--- src/rtl/core/tcsw_pkg.sv ---
// shared types, constants and helpers of the textured column span walker
package tcsw_pkg;

  // widest screen row index that any supported screen height needs
  localparam int ROW_W = 12;
  // quotient bits of the step divide, texture height (7 bits) shifted by 16
  localparam int DIV_BITS = 23;
  localparam int DEN_W = 17;
  localparam int ACC_W = 24;
  localparam int CFG_W = 7;

  localparam logic [0:0] CFG_TEX_WIDTH = 1'b0;
  localparam logic [0:0] CFG_TEX_HEIGHT = 1'b1;

  typedef enum logic [1:0] {
    OP_LOAD  = 2'd0,
    OP_START = 2'd1,
    OP_STEP  = 2'd2,
    OP_NONE  = 2'd3
  } op_t;

  typedef enum logic [1:0] {
    BK_RUN,
    BK_DIV,
    BK_MUL
  } back_state_t;

  typedef struct packed {
    op_t              op;
    logic [11:0]      texel_index;
    logic [31:0]      texel_value;
    logic [9:0]       column;
    logic [ROW_W-1:0] row_start;
    logic [ROW_W-1:0] row_end;
    logic [15:0]      neg_first;
    logic [DEN_W-1:0] span_len;
    logic [5:0]       tex_column;
    logic             shade;
    logic             empty;
  } cmd_t;

  typedef struct packed {
    logic        valid;
    cmd_t        head;
  } cmd_q_t;

  typedef struct packed {
    logic [18:0] pixel_index;
    logic [31:0] pixel_value;
    logic        span_last;
  } out_t;

  // c * 3 >> 2 on each color byte, alpha untouched
  function automatic logic [31:0] shade_word(input logic [31:0] w);
    logic [9:0]  s;
    logic [31:0] r;
    begin
      r[31:24] = w[31:24];
      for (int i = 0; i < 3; i++) begin
        s = {1'b0, w[8*i +: 8], 1'b0} + {2'b00, w[8*i +: 8]};
        r[8*i +: 8] = s[9:2];
      end
      return r;
    end
  endfunction

endpackage

--- src/rtl/core/tcsw_cmd_q.sv ---
// two entry command queue between front and back
module tcsw_cmd_q
  import tcsw_pkg::*;
(
  input  logic clk,
  input  logic rst_n,
  input  logic push,
  input  cmd_t din,
  input  logic pop,
  output cmd_t dout,
  output logic full,
  output logic not_empty
);

  cmd_t       ent_r [2];
  logic       wr_ptr_r;
  logic       rd_ptr_r;
  logic [1:0] cnt_r;
  logic [1:0] cnt_nxt;

  always_comb begin
    cnt_nxt = cnt_r;
    if (push && !pop) begin
      cnt_nxt = cnt_r + 2'd1;
    end else if (pop && !push) begin
      cnt_nxt = cnt_r - 2'd1;
    end
  end

  always_ff @(posedge clk) begin
    if (!rst_n) begin
      wr_ptr_r <= 1'b0;
      rd_ptr_r <= 1'b0;
      cnt_r    <= 2'd0;
    end else begin
      if (push) begin
        wr_ptr_r <= ~wr_ptr_r;
      end
      if (pop) begin
        rd_ptr_r <= ~rd_ptr_r;
      end
      cnt_r <= cnt_nxt;
    end
  end

  always_ff @(posedge clk) begin
    if (push) begin
      ent_r[wr_ptr_r] <= din;
    end
  end

  assign dout      = ent_r[rd_ptr_r];
  assign full      = (cnt_r == 2'd2);
  assign not_empty = (cnt_r != 2'd0);

endmodule

--- config.mk ---
export PLATFORM = sky130hd
export DESIGN_NAME = tcsw_cmd_q
export DESIGN_NICKNAME = d
export VERILOG_FILES = /design/src/rtl/core/tcsw_pkg.sv /design/src/rtl/core/tcsw_cmd_q.sv
export SDC_FILE = /design/constraint.sdc
export NUM_CORES = 1
export LEC_CHECK = 0
export BUFFER_PORTS_ARGS = -buffer_cell sky130_fd_sc_hd__clkbuf_2
export CORE_MARGIN = 2
export CORE_UTILIZATION = 45
export DETAILED_ROUTE_END_ITERATION = 7
export HOLD_SLACK_MARGIN = 0.12
export PLACE_DENSITY_LB_ADDON = 0.05
export SLEW_MARGIN = 40
export SYNTH_ARGS = -nofsm -noshare
export SYNTH_HDL_FRONTEND = slang
export SYNTH_SLANG_ARGS = --single-unit
--- constraint.sdc ---
create_clock -name clk -period 19.3 [get_ports clk]
set_input_delay 0.965 -clock clk [delete_from_list [all_inputs] [get_ports clk]]
set_output_delay 0.965 -clock clk [all_outputs]
set_load 0.02 [all_outputs]
==> impl_summary.txt <==
----------------------------------------------------
[STA]
  Unrepaired setup endpoints after global routing ... false
  Hold Vio Cnt, Final ... 0
  Transition time of the tightest slew-check pin ... approximately 720 ps
  Tcrit/Tclk final ... 0.1810
  Minimum clock period after layout ... 3493 ps
  Sum of negative setup slack ... 0 ps
  Finish-stage setup viols ... 0
  Max Fclk ... 0.2863 GHz
  Max transition margin ... 0.5200
  Max-slew violation count ... 0
  Worst clock skew ... 8.499 ps

[Status]
  Outcome ... finished clean

[Yosys]
  Total of flip-flops plus latches after synthesis ... 247
  Synthesized area per cell ... 22.55 um2
  Mapped cell area ... around 0.0090 mm2
  Syn nets ... 524
  Post-synthesis cell type count ... 18
  Yosys synthesis warning count ... 0
  Part of the Yosys area used for sequential elements ... 0.8209
  Gate count after technology mapping ... between 300 and 400

[GRT]
  Maximum number of pins on one net before global-route repair ... 72
  Number of global-route vias before repair ... just under 5000
  Remaining Overflow, GRT ... 0
  Wire length of the first global-routing pass ... between 20 and 30 mm
  Initial antenna violation count ... 0
  All-Layer GR Usage ... 0.1571

[Routing]
  Wire length after detailed routing ... 17.24 mm
  Total number of vias ... 4563
  Detailed-route vias per instance ... 4.798
  Average wire length per cell after detail routing ... around 18 um
  1st-iter DRT viols ... 229
  Number of DRC violations after detailed routing ... 0
  Post-route ant nets ... 0
  TritonRoute pass-1 iters ... 4

[Power]
  Worst ir drop on vdd ... 0.06223 mV
  Portion of total power attributed to the clock network ... 0.377
  Psw ... about 0.28 mW
  Share of total power in combinational logic ... 0.113
  Share of total power in sequential cells ... 0.510
  Fraction of power spent switching nets ... 0.2282
  Leakage component of the power ... about 4.3 nW
  Power density of the placed cells ... 108.8 mW/mm2
  Cell-internal power ... between 0.9 and 1 mW

[Finish]
  Fraction of layout cells with a size suffix above 1 ... 0.6093
  Final layout net count ... 792
  Commonest non-fill, non-tap cells in the layout ... sky130_fd_sc_hd__clkbuf_2 (247), sky130_fd_sc_hd__edfxtp_1 (242), sky130_fd_sc_hd__mux2_2 (121)
  Core Util, Final ... 0.5802
  Area grow syn2layout ... 26.24%
  Most frequent standard cell in the layout excluding fill and tap cells ... sky130_fd_sc_hd__clkbuf_2
  Ant diodes ... 0
  Final design instance area without fill ... ~0.011 mm2

[Place]
  Final weighted congestion of routability-driven global placement ... between 0.7 and 0.8
  HPWL after DPL ... 11.06 mm
  Placed Area ... roughly 0.010 mm2
  Count of input and output buffers ... 247

[Setup path]
  Worst reg-to-reg setup slack ... 17410 ps
  Reg2Reg Capture Point ... ent_r[1][0]
  Critical Setup Path Class ... reg2out
  Kind of launch point of the worst setup path ... flop
  Number of cell instances on the worst register-to-register path ... 2
  Arr. time, crit path ... 2530 ps
  Highest net fanout along the worst path ... 63
  Launching point of the worst reg2reg path ... wr_ptr_r
  Endpoint required time on the critical path ... between 15000 and 20000 ps
  Crit path capture type ... primary output

[Floorplanning]
  Chip Height ... 145.2 um
  Initial core utilization ... 0.4596
  Number of standard-cell rows in the floorplan ... 51
  Die Wd ... ~150 um
  Io pins ... 248
  Area of the core ... ~0.020 mm2
  Die area ... about 0.021 mm2

[Clocking]
  Post-CTS setup buffers ... 0
  CTS tree ... done
  Clock slew seen by the registers of the worst setup and hold paths ... 60 ps
  Cell at the root of the clock tree ... sky130_fd_sc_hd__clkbuf_16
  Count of hold buffers inserted by post-cts repair ... 0
  Worst-Skew Late Latency ... 510 ps
  # clock sinks ... 247
  Number of H-tree levels ... 1
  Number of buffers created by CTS ... 26
  Clock Tree Buf Depth ... 3
  Post-CTS resize count ... 0

[Min path]
  Hold Startpoint ... cnt_r[1]
  Number of cells traversed by the worst hold path ... 2
  WHS Endpoint ... cnt_r[1]
  Class of the tightest hold or removal check ... reg2reg

[Flow run]
  Max-cap violation count ... 0

----------------------------------------------------
metrics by stage:
step                      hold slack (ps)  cells  power, mW  worst slack [ps]
after global placement              488.8    901     0.7760             16010
after CTS                           508.7    949      1.247             15410
final                               507.3    951      1.233             15810
after floorplan                     468.4    398     0.7310             12440
after detailed placement            498.7    901     0.7796             15970
after global routing                571.2    951      1.279             15650
sequential cells by signal, summed over array words and instances, names as in the netlist, named ones only:
name	flops
cnt_r	2
ent_r	242
wr_ptr_r	1
rd_ptr_r	1
power groups by stage:
stage,Combinational (mW),Clock [mW],Sequential [mW]
2_1_floorplan,0.0913,0,0.640
3_3_place_gp,0.134,0,0.642
3_5_place_dp,0.136,0,0.643
4_1_cts,0.137,0.478,0.632
5_1_grt,0.148,0.500,0.631
6_report,0.139,0.465,0.629
per-layer routing:
layer,GRT usage,vias up,wire length (um)
met5,0,-,0
met4,0.04608,0,421
met3,0.04686,29,1212
met2,0.2704,158,8403
met1,0.1925,2253,7203
li1,-,2123,-
final cells by class:
class | instances | area (um2)
clock buffer | 39 | 770.7
clock inverter | 9 | 45.04
fill | 1568 | 8197
inverter | 1 | 3.754
multi-input combinational | 137 | 1490
sequential | 247 | 7371
tap | 265 | 331.6
timing repair buffer | 253 | 1318
worst max-delay path by stage:
stage,end,slack (ps)
after floorplan,ent_r[0][0],12440
after global placement,dout[71],16010
after detailed placement,dout[90],15970
after CTS,dout[90],15410
after global routing,dout[3],15650
final,dout[3],15810
cells by family (layout without fill, tap and decap cells):
group | after synthesis | after routing | synth area share
DFF | 247 | 247 | 0.8209
adders and majority gates | 1 | 1 | 0.001394
muxes | 121 | 121 | 0.1518
and+or+nand+nor | 9 | 9 | 0.006553
xor gates and xnor gates | 3 | 3 | 0.002928
AOI/OAI and AO/OA | 3 | 3 | 0.002231
buffers and inverters | 14 | 302 | 0.01422
worst max-delay path: stages, from the launching register on:
cell	delay (ps)
sky130_fd_sc_hd__dfxtp_4	600
sky130_fd_sc_hd__buf_12	270
sky130_fd_sc_hd__buf_6	520
sky130_fd_sc_hd__mux2_2	420
sky130_fd_sc_hd__clkbuf_2	160
synthesized netlist by cell type:
library cell	number	share of area
sky130_fd_sc_hd__or2_2	1	0.00070
sky130_fd_sc_hd__inv_1	1	0.00042
sky130_fd_sc_hd__ha_1	1	0.0014
sky130_fd_sc_hd__or3_1	1	0.00070
sky130_fd_sc_hd__buf_2	3	0.0017
sky130_fd_sc_hd__o21a_1	1	0.00084
sky130_fd_sc_hd__and2_1	4	0.0028
sky130_fd_sc_hd__and2b_2	1	0.00098
sky130_fd_sc_hd__o21ai_0	1	0.00056
sky130_fd_sc_hd__a21boi_0	1	0.00084
sky130_fd_sc_hd__xor2_1	2	0.0020
sky130_fd_sc_hd__buf_4	1	0.00084
sky130_fd_sc_hd__xnor2_1	1	0.00098
sky130_fd_sc_hd__mux2_2	121	0.15
sky130_fd_sc_hd__buf_6	9	0.011
sky130_fd_sc_hd__edfxtp_1	242	0.81
sky130_fd_sc_hd__nor2b_1	2	0.0014
sky130_fd_sc_hd__dfxtp_1	5	0.011
Power figures use the tool's default switching activity.
