==> src/rtl/core/tcsw_pkg.sv <==
// shared types, constants and helpers of the textured column span walker
package tcsw_pkg;

  // widest screen row index that any supported screen height needs
  localparam int ROW_W = 12;
  // quotient bits of the step divide, texture height (7 bits) shifted by 16
  localparam int DIV_BITS = 23;
  localparam int DEN_W = 17;
  localparam int ACC_W = 24;
  localparam int CFG_W = 7;

  localparam logic [0:0] CFG_TEX_WIDTH = 1'b0;
  localparam logic [0:0] CFG_TEX_HEIGHT = 1'b1;

  typedef enum logic [1:0] {
    OP_LOAD  = 2'd0,
    OP_START = 2'd1,
    OP_STEP  = 2'd2,
    OP_NONE  = 2'd3
  } op_t;

  typedef enum logic [1:0] {
    BK_RUN,
    BK_DIV,
    BK_MUL
  } back_state_t;

  typedef struct packed {
    op_t              op;
    logic [11:0]      texel_index;
    logic [31:0]      texel_value;
    logic [9:0]       column;
    logic [ROW_W-1:0] row_start;
    logic [ROW_W-1:0] row_end;
    logic [15:0]      neg_first;
    logic [DEN_W-1:0] span_len;
    logic [5:0]       tex_column;
    logic             shade;
    logic             empty;
  } cmd_t;

  typedef struct packed {
    logic        valid;
    cmd_t        head;
  } cmd_q_t;

  typedef struct packed {
    logic [18:0] pixel_index;
    logic [31:0] pixel_value;
    logic        span_last;
  } out_t;

  // c * 3 >> 2 on each color byte, alpha untouched
  function automatic logic [31:0] shade_word(input logic [31:0] w);
    logic [9:0]  s;
    logic [31:0] r;
    begin
      r[31:24] = w[31:24];
      for (int i = 0; i < 3; i++) begin
        s = {1'b0, w[8*i +: 8], 1'b0} + {2'b00, w[8*i +: 8]};
        r[8*i +: 8] = s[9:2];
      end
      return r;
    end
  endfunction

endpackage

==> src/rtl/core/tcsw_in_if.sv <==
// input channel: valid, ready and the item fields
interface tcsw_in_if;
  logic               valid;
  logic               ready;
  logic [1:0]         operation;
  logic [11:0]        texel_index;
  logic [31:0]        texel_value;
  logic [9:0]         column_x;
  logic signed [15:0] row_first;
  logic signed [15:0] row_final;
  logic [5:0]         tex_column;
  logic               shade_side;

  modport source(output valid, operation, texel_index, texel_value, column_x, row_first,
                 row_final, tex_column, shade_side, input ready);
  modport sink(input valid, operation, texel_index, texel_value, column_x, row_first,
               row_final, tex_column, shade_side, output ready);
endinterface

==> src/rtl/core/tcsw_front.sv <==
// front: accepts items, clips span rows and queues commands
module tcsw_front
  import tcsw_pkg::*;
#(
  parameter int SCREEN_HEIGHT = 512,
  parameter int TEXTURE_WORDS = 4096
) (
  tcsw_in_if.sink in_ch,
  input  logic    q_full,
  output logic    push,
  output cmd_t    cmd
);

  logic signed [17:0] first_s;
  logic signed [17:0] last_s;
  logic signed [17:0] len_s;
  logic signed [17:0] first_c;
  logic signed [17:0] last_c;
  logic               len_pos;
  logic               load_in_range;
  logic [16:0]        idx_ext;
  op_t                op;

  assign in_ch.ready = !q_full;

  always_comb begin
    op       = op_t'(in_ch.operation);
    first_s  = 18'(in_ch.row_first);
    last_s   = 18'(in_ch.row_final);
    len_s    = last_s - first_s + 18'sd1;
    len_pos  = !len_s[17] && (len_s != 18'sd0);
    first_c  = first_s[17] ? 18'sd0 : first_s;
    last_c   = (last_s >= $signed(18'(SCREEN_HEIGHT))) ?
               $signed(18'(SCREEN_HEIGHT - 1)) : last_s;
    idx_ext  = {5'd0, in_ch.texel_index};
    load_in_range = (idx_ext < 17'(TEXTURE_WORDS));

    cmd.op          = op;
    cmd.texel_index = in_ch.texel_index;
    cmd.texel_value = in_ch.texel_value;
    cmd.column      = in_ch.column_x;
    cmd.row_start   = first_c[ROW_W-1:0];
    cmd.row_end     = last_c[ROW_W-1:0];
    cmd.neg_first   = first_s[17] ? 16'(-in_ch.row_first) : 16'd0;
    cmd.span_len    = len_s[DEN_W-1:0];
    cmd.tex_column  = in_ch.tex_column;
    cmd.shade       = in_ch.shade_side;
    cmd.empty       = !len_pos || (last_c < first_c);
  end

  // unknown codes and loads beyond the store never reach the queue
  always_comb begin
    push = 1'b0;
    if (in_ch.valid && !q_full) begin
      case (op)
        OP_LOAD:  push = load_in_range;
        OP_START: push = 1'b1;
        OP_STEP:  push = 1'b1;
        default:  push = 1'b0;
      endcase
    end
  end

endmodule

==> src/flat_wrapper.sv <==
// flat-port wrapper written by rule: the top's interface ports become plain ports
module tcsw_front_flat import tcsw_pkg::*;
#(
  parameter int SCREEN_HEIGHT = 512,
  parameter int TEXTURE_WORDS = 4096
)
  (q_full, push, cmd, in_ch_valid, in_ch_operation, in_ch_texel_index, in_ch_texel_value, in_ch_column_x, in_ch_row_first, in_ch_row_final, in_ch_tex_column, in_ch_shade_side, in_ch_ready);
  tcsw_in_if in_ch_i ();
  input  logic q_full;
  output logic push;
  output cmd_t cmd;
  input wire logic [$bits(in_ch_i.valid)-1:0] in_ch_valid;
  input wire logic [$bits(in_ch_i.operation)-1:0] in_ch_operation;
  input wire logic [$bits(in_ch_i.texel_index)-1:0] in_ch_texel_index;
  input wire logic [$bits(in_ch_i.texel_value)-1:0] in_ch_texel_value;
  input wire logic [$bits(in_ch_i.column_x)-1:0] in_ch_column_x;
  input wire logic [$bits(in_ch_i.row_first)-1:0] in_ch_row_first;
  input wire logic [$bits(in_ch_i.row_final)-1:0] in_ch_row_final;
  input wire logic [$bits(in_ch_i.tex_column)-1:0] in_ch_tex_column;
  input wire logic [$bits(in_ch_i.shade_side)-1:0] in_ch_shade_side;
  output wire logic [$bits(in_ch_i.ready)-1:0] in_ch_ready;
  assign in_ch_i.valid = in_ch_valid;
  assign in_ch_i.operation = in_ch_operation;
  assign in_ch_i.texel_index = in_ch_texel_index;
  assign in_ch_i.texel_value = in_ch_texel_value;
  assign in_ch_i.column_x = in_ch_column_x;
  assign in_ch_i.row_first = in_ch_row_first;
  assign in_ch_i.row_final = in_ch_row_final;
  assign in_ch_i.tex_column = in_ch_tex_column;
  assign in_ch_i.shade_side = in_ch_shade_side;
  assign in_ch_ready = in_ch_i.ready;
  tcsw_front #(.SCREEN_HEIGHT(SCREEN_HEIGHT), .TEXTURE_WORDS(TEXTURE_WORDS)) u_core (.in_ch(in_ch_i), .q_full(q_full), .push(push), .cmd(cmd));
endmodule
==> config.mk <==
export PLATFORM = sky130hd
export DESIGN_NAME = tcsw_front_flat
export DESIGN_NICKNAME = d
export VERILOG_FILES = /design/src/rtl/core/tcsw_pkg.sv /design/src/rtl/core/tcsw_in_if.sv /design/src/rtl/core/tcsw_front.sv /design/src/flat_wrapper.sv
export SDC_FILE = /design/constraint.sdc
export NUM_CORES = 1
export LEC_CHECK = 0
export BUFFER_PORTS_ARGS = -buffer_cell sky130_fd_sc_hd__buf_2
export CAP_MARGIN = 10
export CORE_ASPECT_RATIO = 1.5
export CORE_MARGIN = 2
export CORE_UTILIZATION = 37
export DETAILED_ROUTE_END_ITERATION = 8
export PLACE_DENSITY_LB_ADDON = 0.05
export SYNTH_ARGS = -nofsm -noshare
export SYNTH_HDL_FRONTEND = slang
export SYNTH_SLANG_ARGS = --single-unit
==> constraint.sdc <==
create_clock -name vclk -period 3.49
set_clock_uncertainty 0.15 [all_clocks]
set_input_delay 0.349 -clock vclk [all_inputs]
set_output_delay 0.349 -clock vclk [all_outputs]
set_load 0.05 [all_outputs]
==> results.json <==
{
  "ys_warn_count": 0,
  "kind_of_critical_path": "in -> out",
  "detailedRoute.firstPassIterationCount": 4,
  "drc": 0,
  "n_antenna_cell": 0,
  "cp-startpoint": "in_ch_row_final[0]",
  "routedWlPerCell_um": 13.4,
  "mean_number_of_vias_per_cell": 5.06,
  "layout_common_cells": "112 x buf_4, 88 x buf_2, 34 x inv_1",
  "seq_area_um2": 0,
  "multi_input_gate_area_um2": 2370,
  "nFillCells": 689,
  "design.final.nets": 673,
  "nClkBuffers": 0,
  "sequential_cell_total": 0,
  "synth_area_per_cell_um2": 6.67,
  "crit_path_end_kind": "output pin",
  "summed_area_of_non_filler_cells_in_the_final_layout_um2": 4040,
  "critical_path.slowest_cell": "or3_4",
  "maximum_number_of_pins_on_one_net_before_global_route_repair": 15,
  "post-place-ws_ps": -758,
  "cellPowerDensity_nw_per_um2": 263,
  "vdd.ir_drop.worst_v": 0.000243,
  "grt_util_all_layers": 0.207,
  "detail_route.iter0.violations": 55,
  "crit_path_end": "cmd[0]",
  "maxSlewHeadroom": 0.505,
  "placement.cell_area_um2": 3800,
  "synthCells": 397,
  "max_cap_violations": 0,
  "worst_path_maximum_fanout": 5,
  "rsz0062_at_grt": "yes",
  "postRouteAntennaNets": 0,
  "global_route.overflow_total": 0,
  "first_pass_grt_wire_length_mm": 13.5,
  "tcrit_tclk_final": 1.13,
  "route.met2.wl_mm": 4.76,
  "placeableCoreArea_um2": 6900,
  "port_buffers": 98,
  "cts.hold.buffers_added": 0,
  "post_synth_instance_area_um2": 2650,
  "wl_met3_um": 350,
  "critical_path.cell_chain": "buf_8 > inv_8 > ha_4 > fa_2 > nor2b_2 > buf_4 > o2111a_2 > or3_4 > and4_4 > o21a_4 > or3_4 > nor4_4 > o22ai_2 > o32ai_4 > buf_6",
  "via_count_of_the_first_global_routing_pass": 3088,
  "detailroute.via_count": 3131,
  "min_path_cells": 0,
  "floorplan.initialDensity": 0.384,
  "kind_of_start_point_of_the_critical_path": "primary input",
  "setup_viol": 5,
  "timing.critical_path.arrival_ps": 3460,
  "antenna_found_initial": 0,
  "maxClockFrequency_mhz": 253,
  "layout.cells.most_common": "buf_4",
  "timing.critical_path.slowest_cell_delay_ps": 410,
  "die_height_um": 108,
  "worstMarginPinSlew_ps": 743,
  "synth_seq_area_share": 0,
  "violations": "negative setup slack",
  "hold_viol_final": 0,
  "setup_slack_ps": -465,
  "top_signal_layer_used": "met4",
  "die_w_um": 73.1,
  "fp.dieArea_um2": 7860,
  "syn-num-nets": 527,
  "syn2layout_area_growth_pct": 52.5,
  "route.layer.met1.wl_mm": 2.94,
  "leakage_power_total_nw": 2.06,
  "hold_path_class": "in -> out",
  "dp_hpwl_mm": 7.33,
  "timing.critical_path.mode_cell": "or3_4",
  "synth.distinct_cells": 49,
  "final_period_minus_worst_setup_slack_ps": 3950,
  "worst-endpoint-required_ps": 2990,
  "report.final.slew_viol_count": 0,
  "drive_gt1_frac": 0.518,
  "io-pin-count": 220,
  "route.final.wire_length_mm": 8.28,
  "place_congestion": 0.806,
  "run_status": "complete, but fails checks",
  "floorplan.rows": 37,
  "final.setup.tns_ps": -1330
}
-- metrics by stage --
step / cells / hold WS, ps / util / total power [mW]
final: 619 / 548 / 0.585 / 1.06
after global routing: 619 / 548 / 0.585 / 1.14
after CTS: 619 / 548 / 0.574 / 1.05
after detailed placement: 616 / 548 / 0.551 / 0.992
after global placement: 616 / 548 / 0.551 / 0.990
after floorplan: 397 / 715 / - / 0.834
-- kinds of logic after synthesis --
logic type | after synthesis | synth area share
adder cells (fa/ha/maj) | 33 | 0.159
buffers and inverters | 106 | 0.240
AO/OA/AOI/OAI | 64 | 0.162
AND/OR/NAND/NOR | 155 | 0.310
multiplexers | 1 | 0.00425
XOR/XNOR | 38 | 0.126
-- worst min-delay path by stage --
stage	from	endpoint	slack (ps)
after floorplan	in_ch_texel_value[25]	cmd[100]	720
after global placement	in_ch_texel_value[29]	cmd[104]	550
after detailed placement	in_ch_texel_value[29]	cmd[104]	550
after CTS	in_ch_texel_value[29]	cmd[104]	550
after global routing	in_ch_texel_index[0]	cmd[107]	550
final	in_ch_texel_value[30]	cmd[105]	550
-- power breakdown --
part	leakage (nW)	switching (mW)	total, mW	internal, mW
Combinational	2.06	0.622	1.06	0.440
Clock	0	0	0	0
Sequential	0	0	0	0
-- critical path: cells and delay by family --
kind / cells / cell delay, ps
simple gates: 5 / 1310
compound gates: 4 / 970
buf+inv: 4 / 460
fa+ha+maj: 2 / 340
-- synth_stat cells, types with 3 or more instances --
cell type | count | area (um^2)
a21o_1 | 5 | 37.5
a21oi_1 | 17 | 85.1
a41oi_1 | 3 | 26.3
and2_1 | 8 | 50.1
and3_1 | 4 | 25.0
buf_4 | 63 | 473
clkbuf_1 | 4 | 15.0
ha_1 | 32 | 400
inv_1 | 39 | 146
nand2_1 | 33 | 124
nand2b_1 | 5 | 31.3
nand3_1 | 6 | 30.0
nand4_1 | 4 | 25.0
nor2_1 | 35 | 131
nor2b_1 | 5 | 31.3
nor3_1 | 16 | 80.1
nor4_1 | 7 | 43.8
o21a_1 | 3 | 22.5
o21ai_0 | 15 | 75.1
o22ai_1 | 3 | 18.8
or2_2 | 13 | 81.3
or3_1 | 5 | 31.3
or4_1 | 5 | 37.5
xnor2_1 | 30 | 263
xor2_1 | 8 | 70.1
-- layout make-up --
class | count | area share
Multi-Input combinational cell | 291 | 0.588
Timing Repair Buffer | 211 | 0.350
Inverter | 39 | 0.0381
Tap cell | 78 | 0.0242
-- timing repair --
item	4_1_cts	5_1_grt
buffers inserted	3	0
pin swaps	19	13
resized for setup	34	20
setup endpoints to repair	7	8
-- layer usage --
| metal | up-vias | global-route usage |
|---|---|---|
| met3 | 26 | 0.0197 |
| met4 | 0 | 0.0569 |
| met2 | 76 | 0.422 |
| li1 | 1593 | - |
| met1 | 1436 | 0.212 |
| met5 | - | 0 |
Note: power is estimated with default switching activity, not from simulation.
